`config.mk`:
```
export PLATFORM = sky130hd
export DESIGN_NAME = scrc_back_flat
export DESIGN_NICKNAME = d
export VERILOG_FILES = /design/src/rtl/core/scrc_pkg.sv /design/src/rtl/core/scrc_ifs.sv /design/src/rtl/core/scrc_back.sv /design/src/flat_wrapper.sv
export SDC_FILE = /design/constraint.sdc
export NUM_CORES = 1
export LEC_CHECK = 0
export BUFFER_PORTS_ARGS = -buffer_cell sky130_fd_sc_hd__buf_2
export CORE_MARGIN = 4
export CORE_UTILIZATION = 52
export CTS_CLUSTER_DIAMETER = 100
export CTS_CLUSTER_SIZE = 20
export DETAILED_ROUTE_END_ITERATION = 7
export GPL_ROUTABILITY_DRIVEN = 0
export GPL_TIMING_DRIVEN = 0
export PLACE_DENSITY = 0.78
export REMOVE_ABC_BUFFERS = 1
export SLEW_MARGIN = 25
export SYNTH_ARGS = -nofsm -noshare
export SYNTH_HDL_FRONTEND = slang
export SYNTH_SLANG_ARGS = --single-unit
```
`constraint.sdc`:
```
create_clock -name clock -period 3.95 [get_ports clock]
set_input_delay 0.395 -clock clock [delete_from_list [all_inputs] [get_ports clock]]
set_output_delay 0.395 -clock clock [all_outputs]
set_load 0.03 [all_outputs]
```
`src/rtl/core/scrc_pkg.sv`:
```
// ----------------------------------------------------------------------------
// scrc_pkg
// Shared constants, types and helper functions for the serial CRC block.
// ----------------------------------------------------------------------------
`default_nettype none

package scrc_pkg;

   // Largest remainder degree the datapath supports.
   localparam int MAX_DEGREE  = 32;
   localparam int REM_W       = MAX_DEGREE;
   localparam int REM_AW      = $clog2(REM_W);
   localparam int DEG_W       = $clog2(MAX_DEGREE + 1);

   // Configuration register widths.
   localparam int POLY_W      = 33;
   localparam int CRC_WIDTH_W = 6;
   localparam int CSR_IDX_W   = 2;
   localparam int CSR_DATA_W  = POLY_W;

   // Configuration register indexes.
   localparam logic [CSR_IDX_W-1:0] CSR_POLYNOMIAL = 2'd0;
   localparam logic [CSR_IDX_W-1:0] CSR_CRC_WIDTH  = 2'd1;
   localparam logic [CSR_IDX_W-1:0] CSR_MODE       = 2'd2;

   // Reset values of the configuration registers.
   localparam logic [POLY_W-1:0]      POLY_RESET      = 33'd263;
   localparam logic [CRC_WIDTH_W-1:0] CRC_WIDTH_RESET = 6'd9;

   // Mode codes.
   localparam logic MODE_GENERATE = 1'b0;
   localparam logic MODE_CHECK    = 1'b1;

   // Decoupling queue between classifier and output sequencer.
   localparam int Q_DEPTH = 4;
   localparam int Q_AW    = $clog2(Q_DEPTH);
   localparam int Q_CW    = $clog2(Q_DEPTH + 1);

   // One queued work entry: a result plus an optional remainder burst.
   typedef struct packed {
      logic             out_bit;
      logic             crc_ok;
      logic             end_of_run;
      logic             flush;
      logic [DEG_W-1:0] deg;
      logic [REM_W-1:0] rem;
   } q_entry_type;

   // Remainder degree from the width register, clamped to 0..MAX_DEGREE.
   function automatic logic [DEG_W-1:0] degree_of(input logic [CRC_WIDTH_W-1:0] w);
      logic [DEG_W-1:0] d;
      if (w < CRC_WIDTH_W'(2)) begin
         d = '0;
      end else if (w > CRC_WIDTH_W'(MAX_DEGREE + 1)) begin
         d = DEG_W'(MAX_DEGREE);
      end else begin
         d = DEG_W'(w - CRC_WIDTH_W'(1));
      end
      return d;
   endfunction

   // Low d bits set.
   function automatic logic [REM_W-1:0] mask_of(input logic [DEG_W-1:0] d);
      logic [REM_W:0] m;
      m = ({{REM_W{1'b0}}, 1'b1} << d) - {{REM_W{1'b0}}, 1'b1};
      return m[REM_W-1:0];
   endfunction

endpackage

`default_nettype wire

```
`src/rtl/core/scrc_ifs.sv`:
```
// ----------------------------------------------------------------------------
// scrc_ifs
// Valid/ready channel interfaces: message bits in, result bits out, CSR writes.
// ----------------------------------------------------------------------------
`default_nettype none


interface scrc_rsp_if;
   logic valid;
   logic ready;
   logic out_bit;
   logic crc_ok;
   logic end_of_run;

   modport source (output valid, output out_bit, output crc_ok, output end_of_run,
                   input ready);
   modport sink   (input valid, input out_bit, input crc_ok, input end_of_run,
                   output ready);
endinterface


`default_nettype wire

```
`src/rtl/core/scrc_back.sv`:
```
// ----------------------------------------------------------------------------
// scrc_back
// Output sequencer: drains queued entries and bursts out remainder bits.
// ----------------------------------------------------------------------------
`default_nettype none

module scrc_back import scrc_pkg::*; (
   input  wire logic        clock,
   input  wire logic        reset,
   input  wire logic        q_empty,
   input  q_entry_type      q_head,
   output logic             q_pop,
   scrc_rsp_if.source       rsp
);

   logic                   out_valid_ff, out_valid_in;
   logic                   out_bit_ff, out_bit_in;
   logic                   crc_ok_ff, crc_ok_in;
   logic                   end_ff, end_in;
   logic [DEG_W-1:0]       flush_cnt_ff, flush_cnt_in;
   logic [REM_W-1:0]       rem_ff, rem_in;

   logic                   out_free;
   logic [DEG_W-1:0]       fidx_full;

   assign out_free  = !out_valid_ff || rsp.ready;
   assign fidx_full = flush_cnt_ff - DEG_W'(1);

   always_comb begin
      out_valid_in = out_valid_ff;
      out_bit_in   = out_bit_ff;
      crc_ok_in    = crc_ok_ff;
      end_in       = end_ff;
      flush_cnt_in = flush_cnt_ff;
      rem_in       = rem_ff;
      q_pop        = 1'b0;
      if (out_free) begin
         if (flush_cnt_ff != '0) begin
            // remainder burst, MSB first
            out_valid_in = 1'b1;
            out_bit_in   = rem_ff[fidx_full[REM_AW-1:0]];
            crc_ok_in    = 1'b0;
            end_in       = (flush_cnt_ff == DEG_W'(1));
            flush_cnt_in = fidx_full;
         end else if (!q_empty) begin
            q_pop        = 1'b1;
            out_valid_in = 1'b1;
            out_bit_in   = q_head.out_bit;
            crc_ok_in    = q_head.crc_ok;
            end_in       = q_head.end_of_run;
            if (q_head.flush) begin
               flush_cnt_in = q_head.deg;
               rem_in       = q_head.rem;
            end
         end else begin
            out_valid_in = 1'b0;
         end
      end
   end

   assign rsp.valid      = out_valid_ff;
   assign rsp.out_bit    = out_bit_ff;
   assign rsp.crc_ok     = crc_ok_ff;
   assign rsp.end_of_run = end_ff;

   always_ff @(posedge clock) begin
      if (reset) begin
         out_valid_ff <= 1'b0;
         flush_cnt_ff <= '0;
      end else begin
         out_valid_ff <= out_valid_in;
         flush_cnt_ff <= flush_cnt_in;
      end
   end

   always_ff @(posedge clock) begin
      out_bit_ff <= out_bit_in;
      crc_ok_ff  <= crc_ok_in;
      end_ff     <= end_in;
      rem_ff     <= rem_in;
   end

`ifndef SYNTH
   a_burst_has_output: assert property (@(posedge clock) disable iff (reset)
      (flush_cnt_ff != '0) |-> out_valid_ff)
      else $error("remainder burst pending without a valid result");

   a_burst_bound: assert property (@(posedge clock) disable iff (reset)
      flush_cnt_ff <= DEG_W'(MAX_DEGREE))
      else $error("burst count above maximum degree");

   a_burst_ends_run: assert property (@(posedge clock) disable iff (reset)
      (flush_cnt_ff == DEG_W'(1) && out_free) |=>
      (out_valid_ff && end_ff && flush_cnt_ff == '0))
      else $error("last remainder bit not marked end of run");

   a_no_pop_in_burst: assert property (@(posedge clock) disable iff (reset)
      (flush_cnt_ff != '0) |-> !q_pop)
      else $error("queue popped during remainder burst");
`endif

endmodule

`default_nettype wire

```
`src/flat_wrapper.sv`:
```
// flat-port wrapper written by rule: the top's interface ports become plain ports
module scrc_back_flat import scrc_pkg::*;
  (clock, reset, q_empty, q_head, q_pop, rsp_valid, rsp_out_bit, rsp_crc_ok, rsp_end_of_run, rsp_ready);
  scrc_rsp_if rsp_i ();
  input  wire logic clock;
  input  wire logic reset;
  input  wire logic q_empty;
  input  q_entry_type q_head;
  output logic q_pop;
  output wire logic [$bits(rsp_i.valid)-1:0] rsp_valid;
  output wire logic [$bits(rsp_i.out_bit)-1:0] rsp_out_bit;
  output wire logic [$bits(rsp_i.crc_ok)-1:0] rsp_crc_ok;
  output wire logic [$bits(rsp_i.end_of_run)-1:0] rsp_end_of_run;
  input wire logic [$bits(rsp_i.ready)-1:0] rsp_ready;
  assign rsp_valid = rsp_i.valid;
  assign rsp_out_bit = rsp_i.out_bit;
  assign rsp_crc_ok = rsp_i.crc_ok;
  assign rsp_end_of_run = rsp_i.end_of_run;
  assign rsp_i.ready = rsp_ready;
  scrc_back u_core (.clock(clock), .reset(reset), .q_empty(q_empty), .q_head(q_head), .q_pop(q_pop), .rsp(rsp_i));
endmodule
```
Word-level counts from Yosys, hierarchy flattened
Index checks and enable logic that the tools add are counted.
W data, S select, Z words.
- bitwise logic cells: 2
- reduce and logical (&&, ||, !) cells: 7
- muxes and demuxes: 14
- equal/unequal tests: 2
- $lt $le $gt $ge: 1
- add/subtract/negate cells: 1
- operator list (cell ; count):
    $mux W6 ; 3
    $mux W1 ; 10
    $eq A6 B1 Y1 const B ; 1
    $lt A5 B6 Y1 const B ; 1
    $reduce_bool A6 Y1 ; 1
    $sub A6 B1 Y6 const B ; 1
    $bmux W1 S5 ; 1
    $reduce_and A4 Y1 ; 1
    $reduce_and A3 Y1 ; 1
    $ne A2 B1 Y1 const B ; 1
    $not A1 Y1 ; 2
    $reduce_and A2 Y1 ; 1
    $reduce_bool A2 Y1 ; 1
    $logic_not A1 Y1 ; 1
    $logic_or A1 B1 Y1 ; 1
- flip-flop bits (word level): 42
- output and inout port bits: 5
- logic and storage cells: 33

Logic depth before layout (Yosys ltp)
- depth in word-level cells: 4
- gate-level depth with buffers: 9
- depth with buffers taken out: 6

Worst setup path after synthesis
OpenSTA, ideal clock, no wires.
- kind: reg-to-reg
- start point: reg u_core.flush_cnt_ff[0]
- end point: reg u_core.rem_ff[0] (enable)
- required time: 3529 ps
- cell stages (with the launch flop): 10
- library setup time: 421 ps
- arrival: 2667 ps
- slack: 862 ps
- buffers on the path: 3
- path through: dfxtp_1 > buf_6 > clkbuf_8 > inv_1 > ha_1 > clkbuf_8 > nand2b_1 > nor2_4 > nand2_1 > nor2_1
- cells in the longest elaborated chain, start to end: 3
- ends and longest elaborated chain (item ; RTL line ; source):
    from (decl) ; scrc_back.sv:20 ; logic [DEG_W-1:0] flush_cnt_ff, flush_cnt_in;
    from (signal assigned) ; scrc_back.sv:72 ; flush_cnt_ff <= flush_cnt_in;
    $reduce_bool A6 Y1 ; scrc_back.sv:38 ; if (flush_cnt_ff != '0) begin
    $not A1 Y1 (no line) ; n/a ;
    $reduce_and A4 Y1 (no line) ; n/a ;
    to (signal assigned) ; scrc_back.sv:80 ; rem_ff <= rem_in;
    to (decl) ; scrc_back.sv:21 ; logic [REM_W-1:0] rem_ff, rem_in;
No other way between the ends.
A chain may end at the register's enable or synchronous reset.

Worst setup path in the final report
- start point: reg u_core.flush_cnt_ff[0]
- end point: reg u_core.out_bit_ff, in the netlist u_core.rsp.out_bit, data pin
- cells in the longest elaborated chain, start to end: 4
- elaborated cells between the ends (all ways): 5
- classes of those cells: add/sub: 1; mux: 3; reduce/logical: 1
- ends and longest elaborated chain (item ; RTL line ; source):
    $sub A6 B1 Y6 ; scrc_back.sv:27 ; assign fidx_full = flush_cnt_ff - DEG_W'(1);
    $bmux W1 S5 ; scrc_back.sv:41 ; out_bit_in = rem_ff[fidx_full[REM_AW-1:0]];
    $mux W1 (implied by the code) ; scrc_back.sv:41 ;
    $mux W1 (*) ; scrc_back.sv:38 ;
    to (signal assigned) ; scrc_back.sv:77 ; out_bit_ff <= out_bit_in;
    to (decl) ; scrc_back.sv:17 ; logic out_bit_ff, out_bit_in;
Every way passes the cells marked *; elsewhere a longest branch is shown, timed or not. The select of a mux whose other input is x is not followed.

==> metrics.md <==
| Metric | Value |
|---|---|
| Number of buffers inserted for hold repair after clock tree synthesis | 0 |
| Power per cell area | about 810 mW/mm2 |
| Insertion delay to the later sink of the worst-skew pair | about 0.29 ns |
| Post-DP HPWL | 2990 um |
| Cts bufs inserted | 5 |
| Via/cell ratio | 5.76 |
| Most heavily used metal layer in global routing | met2 |
| Ratio of cells with drive above 1 in the final layout | a little under two fifths |
| Die footprint | between 0.005 and 0.006 mm2 |
| Number of nets in the layout | 236 |
| Row count | 22 |
| Pin count of the biggest net entering global routing | 23 |
| Met2 layer usage reported by global route | around 31% |
| Routing usage on met3 | 4.83% |
| Path type of the worst min-delay path | primary input to flop |
| Diode count | 0 |
| Fin crit period | 2.86 ns |
| Final instance area | between 0.002 and 0.0025 mm2 |
| Count of input and output buffers | 50 |
| Initial cell density of the core | ~55% |
| Max Freq | around 0.35 GHz |
| Violation count after the first detailed-routing iteration | around 130 |
| Largest cells by area after synthesis | sky130_fd_sc_hd__edfxtp_1, sky130_fd_sc_hd__mux4_1, sky130_fd_sc_hd__dfxtp_1, sky130_fd_sc_hd__clkbuf_8, sky130_fd_sc_hd__mux4_2 |
| I/O pins | ~50 |
| Mean area per synthesized cell | between 10 and 15 um2 |
| Run status | finished, final reports clean |
| Share of async-settable or async-resettable flops after synthesis | 0% |
| Worst clock skew | about 0.0057 ns |
| Worst setup timing slack at the placement stage | about 1.1 ns |
| Initial antenna violation count | 0 |
| CP peak stage delay | just under 0.9 ns |
| Number of buffers inserted by post-CTS setup repair | 0 |
| Kind of cell adding the most delay to the critical path | flip-flops |
| Count of unique library cells instantiated by Yosys | 46 |
| Data arrival time of the critical path | 2.89 ns |
| Crit path capture type | flop |
| #FFs+latches synth | 42 |
| Leading area contributor after synthesis | sky130_fd_sc_hd__edfxtp_1 |
| Critical path peak fanout | 18 |
| First-pass GRT wire length | about 6900 um |
| Fin Hold WS | 0.274 ns |
| Synth warnings | 0 |
| Maximum buffer depth of the clock tree | 2 |
| Final Cycle Share | about 72% |
| Detail Route Antenna Nets | 0 |
| DR DRC count | 0 |
| RSZ-0062 raised after global routing | false |
| Final core area utilization | between 60% and 70% |
| Sum of internal, switching and leakage power | 1.94 mW |
| Number of buffer and inverter stages on the critical path | 1 |
| Die outline width | around 71 um |
| CP cell instances | inv_1 > ha_1 > xor2_1 > mux2_2 > a211oi_1 > nor4_2 |
| Area grow syn2layout | 17.6% |
| Worst-case vdd ir drop | between 0.3 and 0.4 mV |
| Final WL | around 4000 um |
| Type of the setup path with the least slack | flop to flop |
| Number of failing hold endpoints at the final stage | 0 |
| Placed cell areas | 0.00230 mm2 |
| TritonCTS clock tree | done |
| Portion of synthesized cell area occupied by the leading cell type | between 50 and 60% |
| Measured slew at the worst slew-check pin | 0.866 ns |
| Post-layout worst setup margin | ~1.1 ns |
| Number of levels in the clock H-tree | 2 |
| Area of the core | about 0.0037 mm2 |
| Most frequent standard cell in the layout excluding fill and tap cells | sky130_fd_sc_hd__buf_2 |
| Y dimension of the die | about 71 um |
| Number of sinks on the clock net | 42 |
| Maxcap violations | 0 |
| Worst path slowest cell | sky130_fd_sc_hd__dfxtp_1 |
| Number of enable flip-flop cells after synthesis | 35 |
| Ys flop type | sky130_fd_sc_hd__edfxtp_1 |
| Routing usage on met1 | about a fifth |
| Vias post-DR | between 1000 and 1500 |
| Number of search-and-repair iterations in the first detailed-routing pass | 4 |
| GRT Util Overall | between 15 and 20% |
| Worst-path clk slew | approximately 0.08 ns |
| Element type at the critical path start | flop |
| Synthesized cell area | 0.00205 mm2 |
| Wire length per cell after detailed routing | 17.1 um |
| Post-cts sizing count | 0 |
| Library cell used as clock root buffer | sky130_fd_sc_hd__clkbuf_8 |
| Setup_tns | 0 ns |
| Number of global-route vias before repair | around 1500 |
| Cell count after placement | ~230 |
| Fill count | 300 |
| Relative slew slack | between 40% and 50% |
| Final number of max-transition violations | 0 |
| Post-route non-filler standard cell count | between 200 and 250 |
| Congestion Overflow GR | 0 |
| Critical path required time | ~4.0 ns |
| Leak Pwr | 0.908 nW |
| Setup-failing EPs final | 0 |
| Post-synthesis cell count | ~140 |
| Register area share after synthesis | approximately 58% |
| Most frequent cells in the layout | sky130_fd_sc_hd__buf_2, sky130_fd_sc_hd__edfxtp_1, sky130_fd_sc_hd__nor2_1 |
## registers in the layout, summed over array words and instances, names as in the netlist
name                   cells
u_core.rsp.out_bit         1
u_core.rem_ff             32
u_core.flush_cnt_ff        6
u_core.rsp.crc_ok          1
u_core.rsp.end_of_run      1
u_core.rsp.valid           1
## per-layer routing
metal	wire length, um	part of all wire, %
met4	89	2.2
met1	1500	37
met5	0	0
met2	2150	53
met3	304	7.5
## power by group
| part | internal, mW | leakage, nW | total, mW | switching (mW) |
|---|---|---|---|---|
| logic | 0.418 | 0.476 | 0.908 | 0.490 |
| registers | 0.589 | 0.380 | 0.705 | 0.117 |
| clock network | 0.188 | 0.0514 | 0.331 | 0.143 |
## cell type report
type / instances / area, um2 / share of cell area (%)
clock inverters: 2 / 37.5 / 1.56
multi-input cells: 83 / 754 / 31.3
well taps: 48 / 60.1 / 2.49
repair buffers: 51 / 278 / 11.5
flip-flops and latches: 42 / 1190 / 49.4
clock buffers: 6 / 72.6 / 3.01
inverters: 5 / 18.8 / 0.778
## cell families (layout without fill, tap and decap cells)
| logic type | Yosys count | count (layout) | share of synthesized area (%) |
|---|---|---|---|
| AO/OA/AOI/OAI | 27 | 27 | 10.8 |
| XOR/XNOR | 2 | 2 | 0.854 |
| adder cells (fa/ha/maj) | 2 | 2 | 1.22 |
| buffers and inverters | 14 | 64 | 5.49 |
| flip-flops | 42 | 42 | 58.1 |
| multiplexers | 12 | 12 | 11.9 |
| AND/OR/NAND/NOR | 40 | 40 | 11.7 |
## synth_stat cells, drive strengths merged, types with 3 or more instances
| cell | number |
|---|---|
| edfxtp | 35 |
| a21oi | 6 |
| nor3 | 6 |
| nand2 | 4 |
| a211oi | 4 |
| buf | 4 |
| a31oi | 3 |
| inv | 5 |
| nand2b | 5 |
| mux2i | 3 |
| dfxtp | 7 |
| clkbuf | 5 |
| nor2 | 10 |
| nand3 | 3 |
| mux4 | 8 |
| and3 | 4 |
## final timing paths
kind	slack [ns]	startpoint	depth (start not counted)	endpoint
setup / recovery	1.09	u_core.flush_cnt_ff[0]$_SDFFE_PP0P_	6	u_core.rsp.out_bit$_DFFE_PP_
hold / removal	0.27	q_head[11]	1	u_core.rem_ff[11]$_DFFE_PP_
setup reg to reg	1.09	u_core.flush_cnt_ff[0]$_SDFFE_PP0P_	6	u_core.rsp.out_bit$_DFFE_PP_
hold reg to reg	0.58	u_core.rsp.valid$_SDFFE_PP0N_	2	u_core.rsp.valid$_SDFFE_PP0N_
(Power assumes the default switching activity.)
