## config.mk

```make
export PLATFORM = sky130hd
export DESIGN_NAME = scrc_queue
export DESIGN_NICKNAME = d
export VERILOG_FILES = /design/src/rtl/core/scrc_pkg.sv /design/src/rtl/core/scrc_queue.sv
export SDC_FILE = /design/constraint.sdc
export NUM_CORES = 1
export LEC_CHECK = 0
export ABC_CLOCK_PERIOD_IN_PS = 3700
export BUFFER_PORTS_ARGS = -buffer_cell sky130_fd_sc_hd__buf_4
export CAP_MARGIN = 15
export CORE_UTILIZATION = 60
export CTS_CLUSTER_SIZE = 30
export DETAILED_ROUTE_END_ITERATION = 8
export PLACE_DENSITY = 0.88
export SYNTH_ARGS = -nofsm -noshare
export SYNTH_HDL_FRONTEND = slang
export SYNTH_SLANG_ARGS = --single-unit
```

## constraint.sdc

```tcl
create_clock -name clock -period 3.7 [get_ports clock]
set_input_delay 0.925 -clock clock [delete_from_list [all_inputs] [get_ports clock]]
set_output_delay 0.925 -clock clock [all_outputs]
set_load 0.02 [all_outputs]
```

## src/rtl/core/scrc_pkg.sv

```systemverilog
// ----------------------------------------------------------------------------
// scrc_pkg
// Shared constants, types and helper functions for the serial CRC block.
// ----------------------------------------------------------------------------
`default_nettype none

package scrc_pkg;

   // Largest remainder degree the datapath supports.
   localparam int MAX_DEGREE  = 32;
   localparam int REM_W       = MAX_DEGREE;
   localparam int REM_AW      = $clog2(REM_W);
   localparam int DEG_W       = $clog2(MAX_DEGREE + 1);

   // Configuration register widths.
   localparam int POLY_W      = 33;
   localparam int CRC_WIDTH_W = 6;
   localparam int CSR_IDX_W   = 2;
   localparam int CSR_DATA_W  = POLY_W;

   // Configuration register indexes.
   localparam logic [CSR_IDX_W-1:0] CSR_POLYNOMIAL = 2'd0;
   localparam logic [CSR_IDX_W-1:0] CSR_CRC_WIDTH  = 2'd1;
   localparam logic [CSR_IDX_W-1:0] CSR_MODE       = 2'd2;

   // Reset values of the configuration registers.
   localparam logic [POLY_W-1:0]      POLY_RESET      = 33'd263;
   localparam logic [CRC_WIDTH_W-1:0] CRC_WIDTH_RESET = 6'd9;

   // Mode codes.
   localparam logic MODE_GENERATE = 1'b0;
   localparam logic MODE_CHECK    = 1'b1;

   // Decoupling queue between classifier and output sequencer.
   localparam int Q_DEPTH = 4;
   localparam int Q_AW    = $clog2(Q_DEPTH);
   localparam int Q_CW    = $clog2(Q_DEPTH + 1);

   // One queued work entry: a result plus an optional remainder burst.
   typedef struct packed {
      logic             out_bit;
      logic             crc_ok;
      logic             end_of_run;
      logic             flush;
      logic [DEG_W-1:0] deg;
      logic [REM_W-1:0] rem;
   } q_entry_type;

   // Remainder degree from the width register, clamped to 0..MAX_DEGREE.
   function automatic logic [DEG_W-1:0] degree_of(input logic [CRC_WIDTH_W-1:0] w);
      logic [DEG_W-1:0] d;
      if (w < CRC_WIDTH_W'(2)) begin
         d = '0;
      end else if (w > CRC_WIDTH_W'(MAX_DEGREE + 1)) begin
         d = DEG_W'(MAX_DEGREE);
      end else begin
         d = DEG_W'(w - CRC_WIDTH_W'(1));
      end
      return d;
   endfunction

   // Low d bits set.
   function automatic logic [REM_W-1:0] mask_of(input logic [DEG_W-1:0] d);
      logic [REM_W:0] m;
      m = ({{REM_W{1'b0}}, 1'b1} << d) - {{REM_W{1'b0}}, 1'b1};
      return m[REM_W-1:0];
   endfunction

endpackage

`default_nettype wire

```

## src/rtl/core/scrc_queue.sv

```systemverilog
// ----------------------------------------------------------------------------
// scrc_queue
// Short FIFO of work entries between the classifier and the output sequencer.
// ----------------------------------------------------------------------------
`default_nettype none

module scrc_queue import scrc_pkg::*; (
   input  wire logic        clock,
   input  wire logic        reset,
   input  wire logic        push,
   input  q_entry_type      wdata,
   input  wire logic        pop,
   output logic             full,
   output logic             empty,
   output q_entry_type      head
);

   q_entry_type            mem_ff [Q_DEPTH];
   logic [Q_AW-1:0]        wr_ptr_ff, wr_ptr_in;
   logic [Q_AW-1:0]        rd_ptr_ff, rd_ptr_in;
   logic [Q_CW-1:0]        count_ff, count_in;

   assign full  = (count_ff == Q_CW'(Q_DEPTH));
   assign empty = (count_ff == '0);
   assign head  = mem_ff[rd_ptr_ff];

   always_comb begin
      wr_ptr_in = push ? wr_ptr_ff + Q_AW'(1) : wr_ptr_ff;
      rd_ptr_in = pop  ? rd_ptr_ff + Q_AW'(1) : rd_ptr_ff;
      count_in  = count_ff + Q_CW'(push) - Q_CW'(pop);
   end

   always_ff @(posedge clock) begin
      if (push) begin
         mem_ff[wr_ptr_ff] <= wdata;
      end
   end

   always_ff @(posedge clock) begin
      if (reset) begin
         wr_ptr_ff <= '0;
         rd_ptr_ff <= '0;
         count_ff  <= '0;
      end else begin
         wr_ptr_ff <= wr_ptr_in;
         rd_ptr_ff <= rd_ptr_in;
         count_ff  <= count_in;
      end
   end

endmodule

`default_nettype wire

```

Yosys cells after proc, flatten, opt, wreduce, memory -nomap -nowiden
Memory sizes are Yosys's and may differ from the RTL's. A register that Yosys moved wholly into a read port is not among the register bits.
Cells that the tools add are included.
{ "classes": {"addsub": 4, "multipliers": 0, "div": 0, "magnitude_cmp": 0, "eq_ne": 1, "shift": 0, "mux": 4, "n_bitwise": 0, "n_reduce_logical": 1} }
{ "op_table": {"columns": ["operator", "n"], "rows": [
  ["2-bit by 1-bit adder with 2-bit output (second input constant)", 2],
  ["2-bit 2-to-1 mux", 2],
  ["3-bit by 1-bit adder with 3-bit output", 1],
  ["3-bit == test (second input constant)", 1],
  ["3-bit zero test", 1],
  ["3-bit by 1-bit subtractor with 3-bit output", 1],
  ["1-bit 2-to-1 mux", 2]
]} }
{ "word_totals": {"reg_bits": 7, "latchBits": 0, "ramBits": 168, "romBits": 0, "input_bits": 46, "output_inout_bits": 44, "n_memories": 1} }
{ "mem_list": {"columns": ["name", "words", "word_bits", "rd", "rd_clocked_by_memory_dff", "wr", "line_no", "source"], "rows": [
  ["mem_ff", 4, 42, 1, 1, 1, "scrc_queue.sv:18", "q_entry_type mem_ff [Q_DEPTH];"]
]} }

Logic depth before layout (Yosys ltp)
Gate-level depths: netlist (run 1).
{ "depth": {"ltp_word": 3, "ltp_mapped": 7, "mapped_depth_nobuf": 7} }

Worst setup path before layout (run 1)
Ideal clock, no wire load.
{ "synth_path": {"kind": "input -> register", "from": "input push", "to": "memory mem_ff[0][0] (netlist bit), enable pin", "setup_ns": 0.403, "arrival_ns": 1.941, "required_ns": 3.297, "path_slack_ns": 1.355, "stages": 1, "n_path_buf": 0, "path_cell_list": "and2_1"} }
{ "synth_via": {"elab_chain_len": 2} }
{ "synth_lines": {"columns": ["item", "line_no", "source"], "rows": [
  ["start: declaration", "scrc_queue.sv:10", "input wire logic push,"],
  ["1-bit 2-to-1 mux", "scrc_queue.sv:34", "if (push) begin"],
  ["1-bit 2-to-1 mux (not written as such)", "scrc_queue.sv:35", "mem_ff[wr_ptr_ff] <= wdata;"],
  ["end: declaration", "scrc_queue.sv:18", null]
]} }
Every way passes these cells.

==> out/results.ini, run 1 <==
[pwr]
p_leak_nw = 2.759
cellPowerDensity_mw_per_mm2 = 600.5
ir_drop_mv = 0.3230

[logic_synthesis]
yosysTopAreaCell = edfxtp_1
ys_ff_latch = 177
yosys_warnings = 0
synth_cells = 262
yosys-top-cells-area = edfxtp_1, mux4_2, dfxtp_1
ys_types = 22
syn_nets = 315
ys_seq_area_frac = 0.7974
netlist_area_mm2 = 0.006553
postSynthAreaPerCell_um2 = 25.01
synth_top_area_frac = 0.7699

[global_route]
grtUsageTotal = 0.2397
grt_pass1_wl_um = 18690
grt_max_degree = 33
first_global_vias = 3231
globalRouteOverflowTotal = 0
antenna_found_initial = 0

[cells_and_area]
final_nets = 421
fillers = 575
drive_above_1_share = 0.4514
diodes = 0
syn2layout_area_growth_pct = 21.67
stdcell_count = 517

[timing]
clock_skew_ns = 0.005383
min_period_ns = 3.180
slew_viol_final = 0
fmax_mhz = 314.4
rsz0062_at_grt = no
period_share = 0.8596
tightest_slew_ns = 0.7254
fin_tns_setup_ns = 0
hold_viol_final = 0
slew_headroom = 0.5164
setup_violations = 0

[floorplan]
dieWidth_um = 106.5
die_y_um = 106.5
num_rows = 37
die-area_mm2 = 0.01134
core_mm2 = 0.01046
ioPinCount = 90
initial_core_util = 0.6263

[flow_run]
drv_cap = 0

[clock_network]
holdBufCountCts = 0
path_clk_slew_ns = 0.07
clk_path_buf_depth = 2
tritoncts = done
clock_latency_ns = 0.53
cts_setup_buffers = 0
cts_resized = 0
root_buffer = clkbuf_8
cts_buffers = 17
htreeDepth = 4
clock_sinks = 177

[run_status]
status = complete, no violations

[detailed_routing]
dr.pass1.iters = 4
detail-route-antenna-nets = 0
postRouteWirelength_um = 12420
vias_per_cell = 5.880
drcViolationCount = 0
wl_per_cell_um = 24.03
drtIter0Drc = 282
vias = 3040

[critical_path]
crit_type = flip-flop to output pin
cp.arrival_ns = 2.26
crit_required_ns = 2.77
startpoint_type = flip-flop
crit_fanout = 22
endpoint_kind = output pin

[hold_path]
min_path_type = flip-flop to flip-flop

[placed_design]
routabilityCongestion = 0.6928
dp.cells = 485
dpl.hpwl_um = 7141
port_buffers = 89

## report_power, final
| part | internal [mW] | switching [mW] | leakage, nW |
|---|---|---|---|
| Combinational | 0.266 | 0.281 | 0.842 |
| Clock | 1.18 | 0.703 | 0.299 |
| Sequential | 2.30 | 0.0519 | 1.62 |
| Total | 3.75 | 1.04 | 2.76 |
## cells in the final DEF, fill, tap and decap left out
cell type	instances
edfxtp_1	168
buf_4	97
mux4_2	40
clkbuf_16	16
dfxtp_1	7
inv_1	6
ha_1	6
nor2_1	5
bufinv_16	5
and2_2	4
clkbuf_1	4
mux4_1	2
nor2b_1	2
xnor2_1	2
clkbuf_8	2
clkinvlp_4	2
clkinv_2	2
nor3_1	1
and3_1	1
a21bo_2	1
nand3b_1	1
a21oi_1	1
mux2i_1	1
xor3_1	1
fa_1	1
dfxtp_4	1
dfxtp_2	1
clkinv_4	1
## flip-flops by register name, summed over array words and instances, names as in the netlist, named ones only
name,count
count_ff,3
mem_ff,168
rd_ptr_ff,2
wr_ptr_ff,2
## worst max-delay path, cell delays in order, from the launching register on
cell     delay, ns
dfxtp_4       0.63
buf_4         0.35
mux4_2        0.56
buf_4         0.18
## cells in the mapped netlist, drive strengths merged
master / instances
a21bo: 1
a21oi: 1
and2: 4
and3: 1
buf: 9
clkbuf: 1
dfxtp: 9
edfxtp: 168
fa: 1
ha: 6
inv: 6
mux2i: 1
mux4: 42
nand3b: 1
nor2: 5
nor2b: 2
nor3: 1
xnor2: 2
xor3: 1
## layout make-up
| type | instances | area, um2 | share of cell area |
|---|---|---|---|
| timing repair buffer | 97 | 728.2 | 0.09134 |
| clock inverter | 10 | 183.9 | 0.02307 |
| tap | 136 | 170.2 | 0.02134 |
| clock buffer | 22 | 442.9 | 0.05556 |
| sequential | 177 | 5230 | 0.6560 |
| multi-input combinational | 69 | 1195 | 0.1499 |
| inverter | 6 | 22.52 | 0.002825 |
## through the flow
step                power (mW)  instance area (um2)  utilization  hold slack (ns)  setup slack [ns]
floorplan                2.717                 6553            -           0.4918             1.355
global placement         2.914                 7346       0.7021           0.5021             1.053
detailed placement       2.940                 7346       0.7021           0.5593             1.036
CTS                      4.818                 7973       0.7620           0.5652            0.4314
global route             4.918                 7973       0.7620           0.5729            0.3608
finish                   4.788                 7973       0.7620           0.5789            0.5195
## worst paths after layout
kind	from	end	slack [ns]	cells past startpoint
max reg2reg	wr_ptr_ff[0]	mem_ff[0][0]	1.75	4
min	wr_ptr_ff[1]	wr_ptr_ff[1]	0.58	2
max	flip-flop	head[17]	0.52	3
min reg2reg	wr_ptr_ff[1]	wr_ptr_ff[1]	0.58	2
## cells by family (layout without fill, tap and decap cells)
kind of cell	Yosys count	in the layout	share of synthesized area
buf+inv	16	135	0.02100
fa+ha+maj	7	7	0.01451
compound gates	2	2	0.002291
xor+xnor	3	3	0.006301
flops	177	177	0.7974
simple gates	14	14	0.01146
mux	43	43	0.1470
## routing by layer
metal	vias up	global-route usage	share of wire
met4	0	0.09295	0.014
met2	109	0.3952	0.54
met5	-	0	0
met3	15	0.06560	0.047
li1	1308	-	-
met1	1608	0.3073	0.40
(Power assumes the default switching activity.)
==> run 2: changes to the inputs <==
ABC_AREA = 1   (was default)
PLACE_DENSITY = 0.87   (was 0.88)
==> run 2 against run 1 <==
  * Area after synthesis is 13% higher
  * Routed wire length is 5.3% higher
  * Total power is 3.8% lower
  * Setup slack better by 0.11 ns
  * Critical endpoint is now head[36]
  * Fmax is 3.7% higher
  * Via count is 40% higher
  * Register-to-register slack better by 0.13 ns
  * First-iteration DRC count is 12% lower
  * Worst hold slack worse by 0.11 ns
  * Largest power group unchanged
  * Cell count is 53% higher
==> out/results.ini, run 2 <==
[clock_network]
htreeDepth = 4
holdBufCountCts = 0
path_clk_slew_ns = 0.06
root_buffer = clkbuf_16
clock_latency_ns = 0.42
cts_buffers = 17
cts_setup_buffers = 0
clock_sinks = 177
cts_resized = 0
clk_path_buf_depth = 2
tritoncts = done

[floorplan]
dieWidth_um = 112.9
core_mm2 = 0.01201
die_y_um = 112.9
die-area_mm2 = 0.01275
ioPinCount = 90
initial_core_util = 0.6146
num_rows = 40

[pwr]
p_leak_nw = 3.394
cellPowerDensity_mw_per_mm2 = 532.1
ir_drop_mv = 0.2954
power_mw = 4.607

[logic_synthesis]
synth_xor_area_frac = 0
yosys-top-cells-count = edfxtp_1, inv_1, nand2_1
syn_nets = 600
yosys-top-cells-area = edfxtp_1, o211ai_2, inv_1
yosys_warnings = 0
synth_compound_area_frac = 0.1349
synth.most_common_cell = edfxtp_1
synth_top_family_by_area = compound AO/OA/AOI/OAI gates
synth_cells = 547
synthAdderAreaFrac = 0.01288
synth-edff-count = 168
ys_types = 19
ys_seq_area_frac = 0.7078
synth_top_area_frac = 0.6834
ys_ff_latch = 177
postSynthAreaPerCell_um2 = 13.50
synthMuxAreaShare = 0
ys_async_sr_fraction = 0
yosysTopAreaCell = edfxtp_1
synth_ff_type = edfxtp_1
netlist_area_mm2 = 0.007382
synth-simple-area-share = 0.06034

[critical_path]
cp.arrival_ns = 2.14
critPathBufInv = 2
crit_family = flip-flops
worstPathCellList = buf_12, a21oi_1, o21ai_1, nand2_1, buf_4
crit_path_top_delay_cell = dfxtp_4
endpoint_kind = output pin
crit_required_ns = 2.77
startpoint_type = flip-flop
slowest_delay_ns = 0.74
crit_fanout = 63
crit_type = flip-flop to output pin

[cells_and_area]
final_nets = 685
reg_top3 = mem_ff (168), count_ff (3)
fillers = 747
drive_above_1_share = 0.3163
stdcell_count = 792
regArea_mm2 = 0.005233
final_common_cell = edfxtp_1
final_cell_mix = edfxtp_1, inv_1, buf_4
largest-register = mem_ff
syn2layout_area_growth_pct = 17.31
largest_register_ffs = 168
diodes = 0
multi_input_area_mm2 = 0.001536

[run_status]
status = complete, no violations

[global_route]
globalRouteOverflowTotal = 0
first_global_vias = 4262
grt_max_degree = 64
antenna_found_initial = 0
grt_pass1_wl_um = 20640
grtUsageTotal = 0.2200

[detailed_routing]
detail-route-antenna-nets = 0
drtIter0Drc = 248
drcViolationCount = 0
postRouteWirelength_um = 13080
vias_per_cell = 5.356
wl_per_cell_um = 16.51
dr.pass1.iters = 5
vias = 4242

[timing]
slew_viol_final = 0
slew_headroom = 0.2992
hold_viol_final = 0
tightest_slew_ns = 1.050
period_share = 0.8289
fin_tns_setup_ns = 0
min_period_ns = 3.067
clock_skew_ns = 0.009731
setup_ws_ns = 0.6332
rsz0062_at_grt = no
setup_violations = 0
fmax_mhz = 326.1

[hold_path]
min_path_type = flip-flop to flip-flop

[flow_run]
drv_cap = 0

[placed_design]
place_ws_ns = 1.175
dp.cells = 760
port_buffers = 89
routabilityCongestion = 0.7221
dpl.hpwl_um = 7619

-- run 2: cell count changes after synthesis, sizes merged, moves of 4 or more --
cell	change
a21oi	+47
inv	+95
buf	+17
o211ai	+42
nand2	+92
and2	-4
mux4	-42
o21ai	+46
-- run 2: cells by family after synthesis --
kind of cell               Yosys count
DFF                                177
buffers and inverters              129
AOI/OAI and AO/OA                  136
and+or+nand+nor                     98
adders and majority gates            7
-- run 2: final timing paths --
check | from | end | slack [ns] | cells after the start
hold / removal | rd_ptr_ff[1] | flip-flop | 0.46 | 2
hold reg to reg | rd_ptr_ff[1] | flip-flop | 0.46 | 2
setup reg to reg | wr_ptr_ff[0] | mem_ff[2][19] | 1.88 | 4
setup / recovery | flip-flop | head[36] | 0.63 | 5
-- run 2: layout make-up --
class,instances,share of cell area
Clock buffer,21,0.05548
Clock inverter,11,0.01199
Inverter,101,0.04378
Multi-Input combinational cell,241,0.1774
Sequential cell,177,0.6042
Tap cell,147,0.02124
Timing Repair Buffer,94,0.08583
-- run 2: worst reg2reg max path: stages, from the launching register on --
cell and delay, ns:
dfxtp_1 0.33, inv_1 0.12, ha_1 0.16, nand2_1 0.06
inv_2 0.75
-- run 2: stage by stage --
stage | hold slack, ns | util | instance area, um2
final | 0.4644 | 0.7209 | 8660
after global routing | 0.5010 | 0.7209 | 8660
after CTS | 0.4687 | 0.7209 | 8660
after detailed placement | 0.4564 | 0.6723 | 8075
after global placement | 0.4340 | 0.6723 | 8075
after floorplan | 0.4356 | - | 7382
-- run 2: power breakdown --
part           internal, mW  total [mW]  switching, mW
Combinational         0.209       0.545          0.336
Sequential             2.29        2.35         0.0544
Clock                  1.00        1.72          0.716
-- run 2: metal layers --
metal,share of wire,GRT usage,up-vias
met5,0,0,-
met4,0.024,0.1105,0
met3,0.057,0.05838,23
met2,0.52,0.3716,120
met1,0.40,0.2633,2045
li1,-,-,2054
==> run 3: changes to the inputs <==
ABC_CLOCK_PERIOD_IN_PS = 2800   (was 3700)
CORE_UTILIZATION = 52   (was 60)
PLACE_DENSITY = 0.8   (was 0.87)
clock period = 2.8 ns   (was 3.7 ns; I/O delays follow)
==> run 3 against run 2 <==
  * Via count shrank 0.54%
  * Largest power group unchanged
  * Total power grew 27%
  * Highest routed layer unchanged
  * Flip-flop and latch count is the same
  * Routed wire length shrank 2.7%
  * Core utilization shrank 9.5 points
  * Global-route usage shrank 3.2 points
  * Clock power grew 17%
  * Count of clock-buffer cells in the layout shrank 1
  * Worst hold slack lost 0.019 ns
  * Cell area grew 0.29%
==> out/results.ini, run 3 (synthesized netlist as in run 2, its figures left out) <==
[global_route]
use_met2 = 0.3186
first_global_vias = 4186
grt_max_degree = 97
met1_usage = 0.2198
grtUsageMet3 = 0.05451
globalRouteOverflowTotal = 0
grtUsageTotal = 0.1879
grt.busiest_layer = met2
grt_pass1_wl_um = 20360
antenna_found_initial = 0

[cells_and_area]
largest-register = mem_ff
reg_top3 = mem_ff (168), count_ff (3)
final_cell_mix = edfxtp_1, inv_1, buf_4
final_core_util = 0.6257
syn2layout_area_growth_pct = 17.64
largest_register_ffs = 168
multi_input_area_mm2 = 0.001536
diodes = 0
drive_above_1_share = 0.3112
regArea_mm2 = 0.005233
final_nets = 690
fillers = 1028
stdcell_count = 829
final_common_cell = edfxtp_1

[pwr]
cellPowerDensity_mw_per_mm2 = 672.4
ir_drop_mv = 0.4113
p_leak_nw = 3.374

[timing]
slew_headroom = 0.6839
tightest_slew_ns = 0.4734
rsz0062_at_grt = no
setup_violations = 0
setup_ws_ns = 0.3485
hold_viol_final = 0
fmax_mhz = 407.9
clock_skew_ns = 0.009452
min_period_ns = 2.451
fin_tns_setup_ns = 0
period_share = 0.8755
slew_viol_final = 0

[run_status]
status = complete, no violations

[floorplan]
die-area_mm2 = 0.01468
num_rows = 43
initial_core_util = 0.5318
dieWidth_um = 121.2
die_y_um = 121.2
core_mm2 = 0.01388
ioPinCount = 90

[detailed_routing]
dr.pass1.iters = 6
wl_per_cell_um = 15.34
drtIter0Drc = 268
vias = 4219
detail-route-antenna-nets = 0
drcViolationCount = 0
postRouteWirelength_um = 12720
vias_per_cell = 5.089

[clock_network]
path_clk_slew_ns = 0.06
holdBufCountCts = 0
root_buffer = clkbuf_16
clock_sinks = 177
clk_path_buf_depth = 2
cts_buffers = 17
tritoncts = done
clock_latency_ns = 0.42
htreeDepth = 4
cts_setup_buffers = 0
cts_resized = 0

[critical_path]
crit_fanout = 22
crit_type = flip-flop to output pin
crit_required_ns = 2.10
endpoint_kind = output pin
cp.arrival_ns = 1.75
startpoint_type = flip-flop

[placed_design]
dp.cells = 798
port_buffers = 89
dpl.hpwl_um = 7956
place_ws_ns = 0.7023
routabilityCongestion = 0.7726

[flow_run]
drv_cap = 0

[hold_path]
min_path_type = input port to flip-flop

-- run 3: worst max-delay path: stages (launching register included) --
cell and delay (ns):
dfxtp_4 0.53, buf_4 0.36, a21oi_1 0.08, o21ai_0 0.10, nand2_1 0.08, buf_4 0.16
-- run 3: area by class of cell --
cell class,count,area share
sequential,177,0.6025
timing repair buffer,99,0.09278
inverter,101,0.04365
clock inverter,11,0.007924
multi-input combinational,241,0.1769
clock buffer,20,0.05028
tap,180,0.02593
-- run 3: worst paths after layout --
kind	from	end	slack [ns]	cells after the start
setup reg to reg	wr_ptr_ff[0]	mem_ff[0][13]	1.12	5
hold reg to reg	rd_ptr_ff[1]	flip-flop	0.46	2
setup / recovery	flip-flop	head[16]	0.35	5
hold / removal	reset	count_ff[1]	0.45	2
-- run 3: routing by layer --
metal	vias up	wire [um]	share of wire
li1	2069	-	-
met1	2053	5258	0.41
met2	75	6618	0.52
met3	22	556	0.044
met4	0	283	0.022
met5	-	0	0
-- run 3: where the power goes --
part,leakage [nW],internal (mW),switching [mW]
clock,0.234,1.11,0.895
sequential,1.62,3.03,0.0446
combinational,1.52,0.287,0.472
-- run 3: metrics by stage --
step	power [mW]	hold WS (ns)	cell area (um2)
6_report	5.840	0.4452	8685
5_1_grt	6.067	0.4250	8685
4_1_cts	5.892	0.4194	8685
3_5_place_dp	3.892	0.4476	8179
3_3_place_gp	3.854	0.4490	8179
2_1_floorplan	3.591	0.4356	7382
